`config.mk`:
```
export PLATFORM = sky130hd
export DESIGN_NAME = voltage_target_coulomb_counter
export DESIGN_NICKNAME = d
export VERILOG_FILES = /design/src/design/vtcc_pkg.sv /design/src/design/voltage_target_coulomb_counter.sv /design/src/design/vtcc_regs.sv /design/src/design/vtcc_smul.sv /design/src/design/vtcc_satacc.sv
export SDC_FILE = /design/constraint.sdc
export NUM_CORES = 2
export LEC_CHECK = 0
export ABC_CLOCK_PERIOD_IN_PS = 6850
export BUFFER_PORTS_ARGS = -buffer_cell sky130_fd_sc_hd__buf_2
export CAP_MARGIN = 20
export CORE_MARGIN = 5
export CORE_UTILIZATION = 57
export CTS_CLUSTER_DIAMETER = 100
export DETAILED_ROUTE_END_ITERATION = 16
export PLACE_DENSITY = 0.75
export RECOVER_POWER = 50
export SLEW_MARGIN = 20
export SYNTH_ARGS = -nofsm -noshare
export SYNTH_HDL_FRONTEND = slang
export SYNTH_HIERARCHICAL = 1
export SYNTH_SLANG_ARGS = --single-unit
```
`constraint.sdc`:
```
create_clock -name clk -period 6.85 [get_ports clk]
set_input_delay 0.685 -clock clk [delete_from_list [all_inputs] [get_ports clk]]
set_output_delay 0.685 -clock clk [all_outputs]
set_load 0.02 [all_outputs]
```
`src/design/vtcc_pkg.sv`:
```
package vtcc_pkg;

	// run status codes as they appear on the result item
	typedef enum logic [2:0] {
		STAT_RUNNING = 3'd0,
		STAT_SUCCESS = 3'd1,
		STAT_TIMEOUT = 3'd2,
		STAT_ABORTED = 3'd3,
		STAT_ERROR   = 3'd4,
		STAT_INVALID = 3'd5
	} vtcc_status_t;

	// register index, byte address 4*index
	typedef enum logic [1:0] {
		REG_TARGET  = 2'd0,
		REG_THRESH  = 2'd1,
		REG_TIMEOUT = 2'd2,
		REG_TOL     = 2'd3
	} vtcc_reg_t;

	typedef enum logic [1:0] {
		ST_IDLE,
		ST_PROD,
		ST_MUL,
		ST_DONE
	} vtcc_state_t;

	typedef struct packed {
		logic [15:0] target_mv;
		logic [14:0] thresh_ma;
		logic [31:0] timeout_ms;
		logic [9:0]  tol_mv;
	} vtcc_cfg_t;

	typedef struct packed {
		logic clear;
		logic en;
		logic neg;
	} vtcc_acc_ctl_t;

	localparam logic [9:0] TOL_RESET = 10'd50;
	localparam int unsigned OUT_W = 168;

endpackage

```
`src/design/voltage_target_coulomb_counter.sv`:
```
// channel  | signals                          | item
// ---------+----------------------------------+-------------------------------------------
// s_axis   | tvalid tready tdata[71:0] tuser  | one sample (mode in tuser)
// m_axis   | tvalid tready tdata[167:0]       | one result per sample
// apb      | psel penable pwrite paddr pwdata | target, threshold, timeout, tolerance
//
// Start samples and loop samples that do not integrate go from idle to the finish state,
// then to the output register. Integrating loop samples pass through the 17-step serial
// voltage*current products followed by the 32-step serial multiply by the interval.
// Output register holds one result; the next sample is taken while it waits.
// arst_n clears config (tolerance to 50 mV), run state and both totals.
// A stalled m_axis holds the block in its finish state; nothing is dropped.
module voltage_target_coulomb_counter (
	input  logic         clk,
	input  logic         arst_n,
	// APB config
	input  logic         psel,
	input  logic         penable,
	input  logic         pwrite,
	input  logic [3:0]   paddr,
	input  logic [31:0]  pwdata,
	output logic [31:0]  prdata,
	output logic         pready,
	// samples in
	input  logic         s_axis_tvalid,
	output logic         s_axis_tready,
	// [15:0] voltage_mv, [31:16] current_ma, [63:32] time_ms, [64] cancel,
	// [65] read_error, [71:66] zero
	input  logic [71:0]  s_axis_tdata,
	// [0] mode
	input  logic [0:0]   s_axis_tuser,
	// results out
	output logic         m_axis_tvalid,
	input  logic         m_axis_tready,
	// [2:0] status, [3] charging, [19:4] start_voltage, [35:20] final_voltage,
	// [99:36] charge_total, [163:100] energy_total, [167:164] zero
	output logic [167:0] m_axis_tdata
);
	import vtcc_pkg::*;

	function automatic logic [16:0] mag16(input logic [15:0] raw);
		mag16 = raw[15] ? 17'(17'h10000 - {1'b0, raw}) : {1'b0, raw};
	endfunction

	vtcc_cfg_t     cfg;
	vtcc_state_t   state_q, state_nxt;
	vtcc_status_t  status_q;
	vtcc_acc_ctl_t acc_ctl;

	logic        dir_q, primed_q;
	logic [15:0] prev_cur_q, prev_volt_q, start_volt_q, final_volt_q;
	logic [31:0] prev_time_q, dt_q;
	logic [16:0] csum_q;

	logic out_valid_q;
	logic [OUT_W-1:0] out_data_q;

	// sample fields
	logic        in_mode, in_cancel, in_rderr;
	logic [15:0] in_volt, in_cur;
	logic [31:0] in_time;
	assign in_mode   = s_axis_tuser[0];
	assign in_volt   = s_axis_tdata[15:0];
	assign in_cur    = s_axis_tdata[31:16];
	assign in_time   = s_axis_tdata[63:32];
	assign in_cancel = s_axis_tdata[64];
	assign in_rderr  = s_axis_tdata[65];

	logic        accept;
	logic [16:0] cmag, pmag;
	logic [15:0] vdiff;
	logic        near, low_cur, tmo_hit, arith_go;
	logic        out_free, out_load, mul_go;

	assign accept  = s_axis_tvalid && s_axis_tready;
	assign cmag    = mag16(in_cur);
	assign pmag    = mag16(prev_cur_q);
	assign vdiff   = (in_volt > cfg.target_mv) ? in_volt - cfg.target_mv
	                                           : cfg.target_mv - in_volt;
	assign near    = vdiff < {6'd0, cfg.tol_mv};
	assign low_cur = cmag < {2'd0, cfg.thresh_ma};
	assign tmo_hit = in_time > cfg.timeout_ms;

	// loop sample that reaches the integration step
	assign arith_go = accept && in_mode && (status_q == STAT_RUNNING) && !tmo_hit
		&& !in_rderr && !in_cancel && !(near && low_cur) && primed_q;

	vtcc_regs u_regs (
		.clk     (clk),
		.arst_n  (arst_n),
		.psel    (psel),
		.penable (penable),
		.pwrite  (pwrite),
		.paddr   (paddr),
		.pwdata  (pwdata),
		.prdata  (prdata),
		.pready  (pready),
		.cfg     (cfg)
	);

	// power terms: V_prev*|I_prev| and V*|I|
	logic        p1_busy, p1_done, p2_busy, p2_done;
	logic [32:0] p1_prod, p2_prod;

	vtcc_smul #(.AW(16), .BW(17)) u_mul_p1 (
		.clk    (clk),
		.arst_n (arst_n),
		.start  (arith_go),
		.a      (prev_volt_q),
		.b      (pmag),
		.busy   (p1_busy),
		.done   (p1_done),
		.prod   (p1_prod)
	);

	vtcc_smul #(.AW(16), .BW(17)) u_mul_p2 (
		.clk    (clk),
		.arst_n (arst_n),
		.start  (arith_go),
		.a      (in_volt),
		.b      (cmag),
		.busy   (p2_busy),
		.done   (p2_done),
		.prod   (p2_prod)
	);

	// times the interval: energy and charge in parallel
	logic        e_busy, e_done, q_busy, q_done;
	logic [33:0] psum;
	logic [65:0] e_prod;
	logic [48:0] q_prod;
	logic [63:0] e_mag, q_mag;

	assign psum = {1'b0, p1_prod} + {1'b0, p2_prod};

	vtcc_smul #(.AW(34), .BW(32)) u_mul_e (
		.clk    (clk),
		.arst_n (arst_n),
		.start  (mul_go),
		.a      (psum),
		.b      (dt_q),
		.busy   (e_busy),
		.done   (e_done),
		.prod   (e_prod)
	);

	vtcc_smul #(.AW(17), .BW(32)) u_mul_q (
		.clk    (clk),
		.arst_n (arst_n),
		.start  (mul_go),
		.a      (csum_q),
		.b      (dt_q),
		.busy   (q_busy),
		.done   (q_done),
		.prod   (q_prod)
	);

	// energy product past 64 bits saturates
	assign e_mag = (e_prod[65:64] != 2'd0) ? {64{1'b1}} : e_prod[63:0];
	assign q_mag = {15'd0, q_prod};

	logic [63:0] charge_acc, energy_acc;

	vtcc_satacc u_acc_q (
		.clk    (clk),
		.arst_n (arst_n),
		.ctl    (acc_ctl),
		.mag    (q_mag),
		.acc    (charge_acc)
	);

	vtcc_satacc u_acc_e (
		.clk    (clk),
		.arst_n (arst_n),
		.ctl    (acc_ctl),
		.mag    (e_mag),
		.acc    (energy_acc)
	);

	// sequencer
	assign out_free = !out_valid_q || m_axis_tready;

	always_comb begin
		state_nxt = state_q;
		unique case (state_q)
			ST_IDLE: if (accept) begin
				state_nxt = arith_go ? ST_PROD : ST_DONE;
			end
			ST_PROD: if (p1_done && p2_done) begin
				state_nxt = ST_MUL;
			end
			ST_MUL: if (e_done) begin
				state_nxt = ST_DONE;
			end
			ST_DONE: if (out_free) begin
				state_nxt = ST_IDLE;
			end
		endcase
	end

	always_comb begin
		s_axis_tready = (state_q == ST_IDLE);
		mul_go        = (state_q == ST_PROD) && p1_done && p2_done;
		acc_ctl.en    = (state_q == ST_MUL) && e_done;
		acc_ctl.clear = accept && !in_mode;
		acc_ctl.neg   = !dir_q;
		out_load      = (state_q == ST_DONE) && out_free;
	end

	always_ff @(posedge clk or negedge arst_n) begin
		if (!arst_n) begin
			state_q <= ST_IDLE;
		end else begin
			state_q <= state_nxt;
		end
	end

	// run state, updated at accept; totals follow after the multiply
	always_ff @(posedge clk or negedge arst_n) begin
		if (!arst_n) begin
			status_q     <= STAT_RUNNING;
			dir_q        <= 1'b0;
			primed_q     <= 1'b0;
			prev_cur_q   <= '0;
			prev_volt_q  <= '0;
			prev_time_q  <= '0;
			start_volt_q <= '0;
			final_volt_q <= '0;
		end else if (accept) begin
			if (!in_mode) begin
				dir_q       <= 1'b0;
				primed_q    <= 1'b0;
				prev_cur_q  <= '0;
				prev_volt_q <= '0;
				prev_time_q <= '0;
				if (cfg.target_mv == 16'd0 || cfg.timeout_ms == 32'd0) begin
					status_q     <= STAT_INVALID;
					start_volt_q <= '0;
					final_volt_q <= '0;
				end else begin
					start_volt_q <= in_volt;
					dir_q        <= cfg.target_mv > in_volt;
					final_volt_q <= near ? in_volt : 16'd0;
					status_q     <= near ? STAT_SUCCESS : STAT_RUNNING;
				end
			end else if (status_q == STAT_RUNNING) begin
				priority if (tmo_hit) begin
					status_q <= STAT_TIMEOUT;
				end else if (in_rderr) begin
					status_q <= STAT_ERROR;
				end else if (in_cancel) begin
					status_q <= STAT_ABORTED;
				end else if (near && low_cur) begin
					final_volt_q <= in_volt;
					status_q     <= STAT_SUCCESS;
				end else begin
					final_volt_q <= in_volt;
					prev_cur_q   <= in_cur;
					prev_volt_q  <= in_volt;
					prev_time_q  <= in_time;
					primed_q     <= 1'b1;
				end
			end
		end
	end

	// interval (backwards time counts as zero) and current sum for the charge term
	always_ff @(posedge clk) begin
		if (arith_go) begin
			dt_q   <= (in_time >= prev_time_q) ? in_time - prev_time_q : 32'd0;
			csum_q <= pmag + cmag;
		end
	end

	// output register
	always_ff @(posedge clk or negedge arst_n) begin
		if (!arst_n) begin
			out_valid_q <= 1'b0;
		end else if (out_load) begin
			out_valid_q <= 1'b1;
		end else if (m_axis_tready) begin
			out_valid_q <= 1'b0;
		end
	end

	always_ff @(posedge clk) begin
		if (out_load) begin
			out_data_q <= {4'd0, energy_acc, charge_acc, final_volt_q, start_volt_q,
			               dir_q, status_q};
		end
	end

	assign m_axis_tvalid = out_valid_q;
	assign m_axis_tdata  = out_data_q;

`ifndef NO_ASSERTIONS
	a_mul_running: assert property (@(posedge clk) disable iff (!arst_n)
		(state_q == ST_PROD || state_q == ST_MUL) |-> status_q == STAT_RUNNING)
		else $error("multiply in progress on a finished run");

	a_start_short: assert property (@(posedge clk) disable iff (!arst_n)
		(accept && !in_mode) |=> state_q == ST_DONE)
		else $error("start sample entered the multiply path");

	a_eq_align: assert property (@(posedge clk) disable iff (!arst_n)
		e_done |-> (q_done && !q_busy))
		else $error("energy and charge multipliers out of step");

	a_prod_idle: assert property (@(posedge clk) disable iff (!arst_n)
		(state_q == ST_MUL) |-> (!p1_busy && !p2_busy && (e_busy || e_done)))
		else $error("power products still running during interval multiply");
`endif

endmodule

```
`src/design/vtcc_regs.sv`:
```
module vtcc_regs (
	input  logic                clk,
	input  logic                arst_n,
	input  logic                psel,
	input  logic                penable,
	input  logic                pwrite,
	input  logic [3:0]          paddr,
	input  logic [31:0]         pwdata,
	output logic [31:0]         prdata,
	output logic                pready,
	output vtcc_pkg::vtcc_cfg_t cfg
);
	import vtcc_pkg::*;

	vtcc_cfg_t cfg_q;
	vtcc_reg_t idx;
	logic      wr;

	assign pready = 1'b1;
	assign idx    = vtcc_reg_t'(paddr[3:2]);
	assign wr     = psel && penable && pwrite && pready;
	assign cfg    = cfg_q;

	always_ff @(posedge clk or negedge arst_n) begin
		if (!arst_n) begin
			cfg_q.target_mv  <= '0;
			cfg_q.thresh_ma  <= '0;
			cfg_q.timeout_ms <= '0;
			cfg_q.tol_mv     <= TOL_RESET;
		end else if (wr) begin
			unique case (idx)
				REG_TARGET:  cfg_q.target_mv  <= pwdata[15:0];
				REG_THRESH:  cfg_q.thresh_ma  <= pwdata[14:0];
				REG_TIMEOUT: cfg_q.timeout_ms <= pwdata;
				REG_TOL:     cfg_q.tol_mv     <= pwdata[9:0];
			endcase
		end
	end

	always_comb begin
		unique case (idx)
			REG_TARGET:  prdata = {16'd0, cfg_q.target_mv};
			REG_THRESH:  prdata = {17'd0, cfg_q.thresh_ma};
			REG_TIMEOUT: prdata = cfg_q.timeout_ms;
			REG_TOL:     prdata = {22'd0, cfg_q.tol_mv};
		endcase
	end

endmodule

```
`src/design/vtcc_smul.sv`:
```
// shift-add multiplier, one multiplier bit per cycle, LSB first
module vtcc_smul #(
	parameter int unsigned AW = 16,
	parameter int unsigned BW = 16
) (
	input  logic               clk,
	input  logic               arst_n,
	input  logic               start,
	input  logic [AW-1:0]      a,
	input  logic [BW-1:0]      b,
	output logic               busy,
	output logic               done,
	output logic [AW+BW-1:0]   prod
);
	localparam int unsigned CW = $clog2(BW);

	logic [CW-1:0]    cnt_q;
	logic             busy_q;
	logic             done_q;
	logic [AW-1:0]    a_q;
	logic [AW+BW-1:0] prod_q;
	logic [AW:0]      sum;

	// partial sum of the upper half plus the multiplicand when the bit is set
	assign sum = {1'b0, prod_q[AW+BW-1:BW]} + (prod_q[0] ? {1'b0, a_q} : {(AW+1){1'b0}});

	always_ff @(posedge clk or negedge arst_n) begin
		if (!arst_n) begin
			cnt_q  <= '0;
			busy_q <= 1'b0;
			done_q <= 1'b0;
		end else if (start) begin
			cnt_q  <= '0;
			busy_q <= 1'b1;
			done_q <= 1'b0;
		end else if (busy_q) begin
			cnt_q <= cnt_q + 1'b1;
			if (cnt_q == CW'(BW - 1)) begin
				busy_q <= 1'b0;
				done_q <= 1'b1;
			end
		end else begin
			done_q <= 1'b0;
		end
	end

	always_ff @(posedge clk) begin
		if (start) begin
			a_q    <= a;
			prod_q <= {{AW{1'b0}}, b};
		end else if (busy_q) begin
			prod_q <= {sum, prod_q[BW-1:1]};
		end
	end

	assign busy = busy_q;
	assign done = done_q;
	assign prod = prod_q;

endmodule

```
`src/design/vtcc_satacc.sv`:
```
// signed 64-bit accumulator, saturating add or subtract of a magnitude
module vtcc_satacc (
	input  logic                    clk,
	input  logic                    arst_n,
	input  vtcc_pkg::vtcc_acc_ctl_t ctl,
	input  logic [63:0]             mag,
	output logic [63:0]             acc
);
	import vtcc_pkg::*;

	localparam logic [63:0] SIGN = {1'b1, 63'd0};

	logic [63:0] acc_q;
	logic [63:0] biased;
	logic [64:0] sum;
	logic [64:0] diff;
	logic [63:0] nxt;

	// offset-binary form turns signed limits into 0 and all ones
	assign biased = acc_q ^ SIGN;
	assign sum    = {1'b0, biased} + {1'b0, mag};
	assign diff   = {1'b0, biased} - {1'b0, mag};

	always_comb begin
		if (ctl.neg) begin
			nxt = diff[64] ? 64'd0 : diff[63:0];
		end else begin
			nxt = sum[64] ? {64{1'b1}} : sum[63:0];
		end
	end

	always_ff @(posedge clk or negedge arst_n) begin
		if (!arst_n) begin
			acc_q <= '0;
		end else if (ctl.clear) begin
			acc_q <= '0;
		end else if (ctl.en) begin
			acc_q <= nxt ^ SIGN;
		end
	end

	assign acc = acc_q;

endmodule

```
==> reports/qor.csv <==
stage,metric,value,unit
power,intPower,11.7,mW
clocking,cts_sinks,809,
outcome,violations,"max-capacitance violations, max-slew violations",
sta,clock.fmax,0.170,GHz
clocking,cts.clk_slew.worst_paths,60,ps
sta,hold_viol_final,0,
global_routing,grt_pass1_wl,289,mm
sta,setup_ws,973,ps
global_routing,track_usage,32.2,%
power,power.density,288,nW/um^2
die,io_pins,319,
power,power_frac_comb,36.6,%
sta,worst_pin_slew,4860,ps
clocking,cts_tree,done,
placed_design,io_buffers,305,
sta,maxSlewHeadroom,-224,%
yosys,avgSynthCellArea,9.16,sq um
clocking,cts.repair.resized,0,
flow_run,drv_cap,6,
critical_path,critPathCaptureType,flip-flop,
yosys,synth_area,59700,sq um
placed_design,place_congestion,0.982,
critical_path,crit_fanout,128,
yosys,ys_warn_count,6,
critical_path,crit_type,reg2reg,
placed_design,place_ws,665,ps
clocking,cts_root_buffer,clkbuf_16,
clocking,cts_hold_buffers,0,
power,peakVddDrop,0.293,mV
critical_path,ff2ff_setup_slack,970,ps
critical_path,worstPathRequired,7050,ps
placed_design,dp_hpwl,142,mm
routing,drc_errors,0,
cells_and_area,layout-drive-gt1-share,9.73,%
clocking,cts_buffer_depth,3,
sta,setup_violations,0,
global_routing,grt.overflow.total,0,
hold_path,hold_path_class,in2reg,
sta,rsz0062_at_grt,no,
placed_design,dpl_cell_area,62100,sq um
clocking,post_cts_buffers,0,
outcome,status,finished with violations,
routing,final_antenna_net_count,0,
placed_design,dp_cells,7963,
sta,layout_min_cycle_time,5880,ps
routing,vias_per_cell,6.43,
routing,avgRoutedWirePerCell,23.0,um
die,fp.dieH,334,um
clocking,cts_buffers,90,
global_routing,grt_pass1_vias,50100,
cells_and_area,fin_cells,8148,
power,swShare,37.3,%
cells_and_area,final_area,64900,sq um
global_routing,grt_max_degree,142,
die,dieArea,111000,sq um
power,power,18.7,mW
die,num_rows,118,
sta,drv_slew,388,
power,p_sw,6.97,mW
yosys,syn_inst,6520,
routing,wirelength,187,mm
die,start_util,57.5,%
power,power_frac_clock,26.3,%
sta,min_period_over_period,85.8,%
sta,timing.setup.tns,0,ps
routing,vias,52400,
clocking,htree_levels,3,
die,core-area,104000,sq um
die,die_x,334,um
cells_and_area,finalNetCount,7328,
sta,skew,30.3,ps
critical_path,start_kind,flip-flop,
global_routing,antenna_found_initial,22,
critical_path,arrival,6080,ps
routing,drtPass1Iterations,6,
clocking,clk_latency,680,ps
cells_and_area,syn_to_final_growth,8.57,%
power,leakage,28.2,nW
routing,drt_iter0_drc,4846,
power,seq_power_share,37.1,%
-- worst paths after layout --
check / start / end / cells after the start
max: m_axis_tvalid / m_axis_tdata[69] / 3
min: pwdata[30] / u_regs/cfg[40] / 2
max reg2reg: m_axis_tvalid / m_axis_tdata[69] / 3
min reg2reg: csum_q[16] / u_mul_q/a_q[16] / 0
max in group asynchronous: arst_n / u_acc_q/acc[59] / 1
min in group asynchronous: arst_n / u_regs/cfg[39] / 1
-- metal layers --
metal / routed length (um) / vias up / track usage, %
met5: 41 / - / 0
met4: 6820 / 6 / 11.3
met3: 15500 / 358 / 5.22
met2: 85200 / 2266 / 51.6
met1: 79900 / 25400 / 44.8
li1: - / 24400 / -
-- cells in the final DEF (no fill, tap or decap), types with 88 or more instances in the layout --
cell type  count
a21o_1       158
o21ai_0      358
nand4_1       94
inv_1        470
edfxtp_1     394
ha_1         523
o21bai_1      88
mux2_2       164
buf_2        122
xnor2_1      121
nor3_1       107
clkbuf_16     93
nand2_1      492
a21oi_1      543
nor2_1       496
clkbuf_1     203
and2_1       135
or3_1        101
nand3_1      123
o31ai_1       92
dfrtp_1      329
-- state kept, by name, summed over array words and instances (netlist names), 32 cells and up --
name / flops
u_acc_e/acc: 64
u_regs/cfg: 73
u_acc_q/acc: 64
dt_q: 32
prev_time_q: 32
u_mul_e/a_q: 34
u_mul_q/prod: 49
u_mul_p2/prod: 33
m_axis_tdata: 164
u_mul_e/prod: 66
u_mul_p1/prod: 33
-- critical path: stages, from the launching register on --
cell	delay, ps
dfrtp_1	430
nand2b_1	160
and2_0	1890
clkbuf_2	2640
-- layout make-up --
cell class	count	area (sq um)
Antenna cell	15	37.5
Multi-Input combinational cell	4934	34700
Clock inverter	49	479
Clock buffer	120	2530
Timing Repair Buffer	364	1780
Tap cell	1380	1730
Inverter	477	1800
Fill cell	8969	38900
Sequential cell	809	21800
-- metrics by stage --
step | hold WS, ps | utilization (%)
3_5_place_dp | 405 | 59.8
2_1_floorplan | 389 | -
3_3_place_gp | 404 | 59.8
4_1_cts | 8.13 | 62.7
5_1_grt | 241 | 62.5
6_report | 246 | 62.5
-- power by group through the flow --
stage	combinational, mW	clock [mW]	sequential, mW
6_report	6.84	4.91	6.92
3_5_place_dp	6.82	0	6.95
2_1_floorplan	4.79	0	7.00
4_1_cts	6.87	4.99	6.87
3_3_place_gp	6.67	0	6.93
5_1_grt	7.51	5.23	7.02
Power figures use the tool's default switching activity.
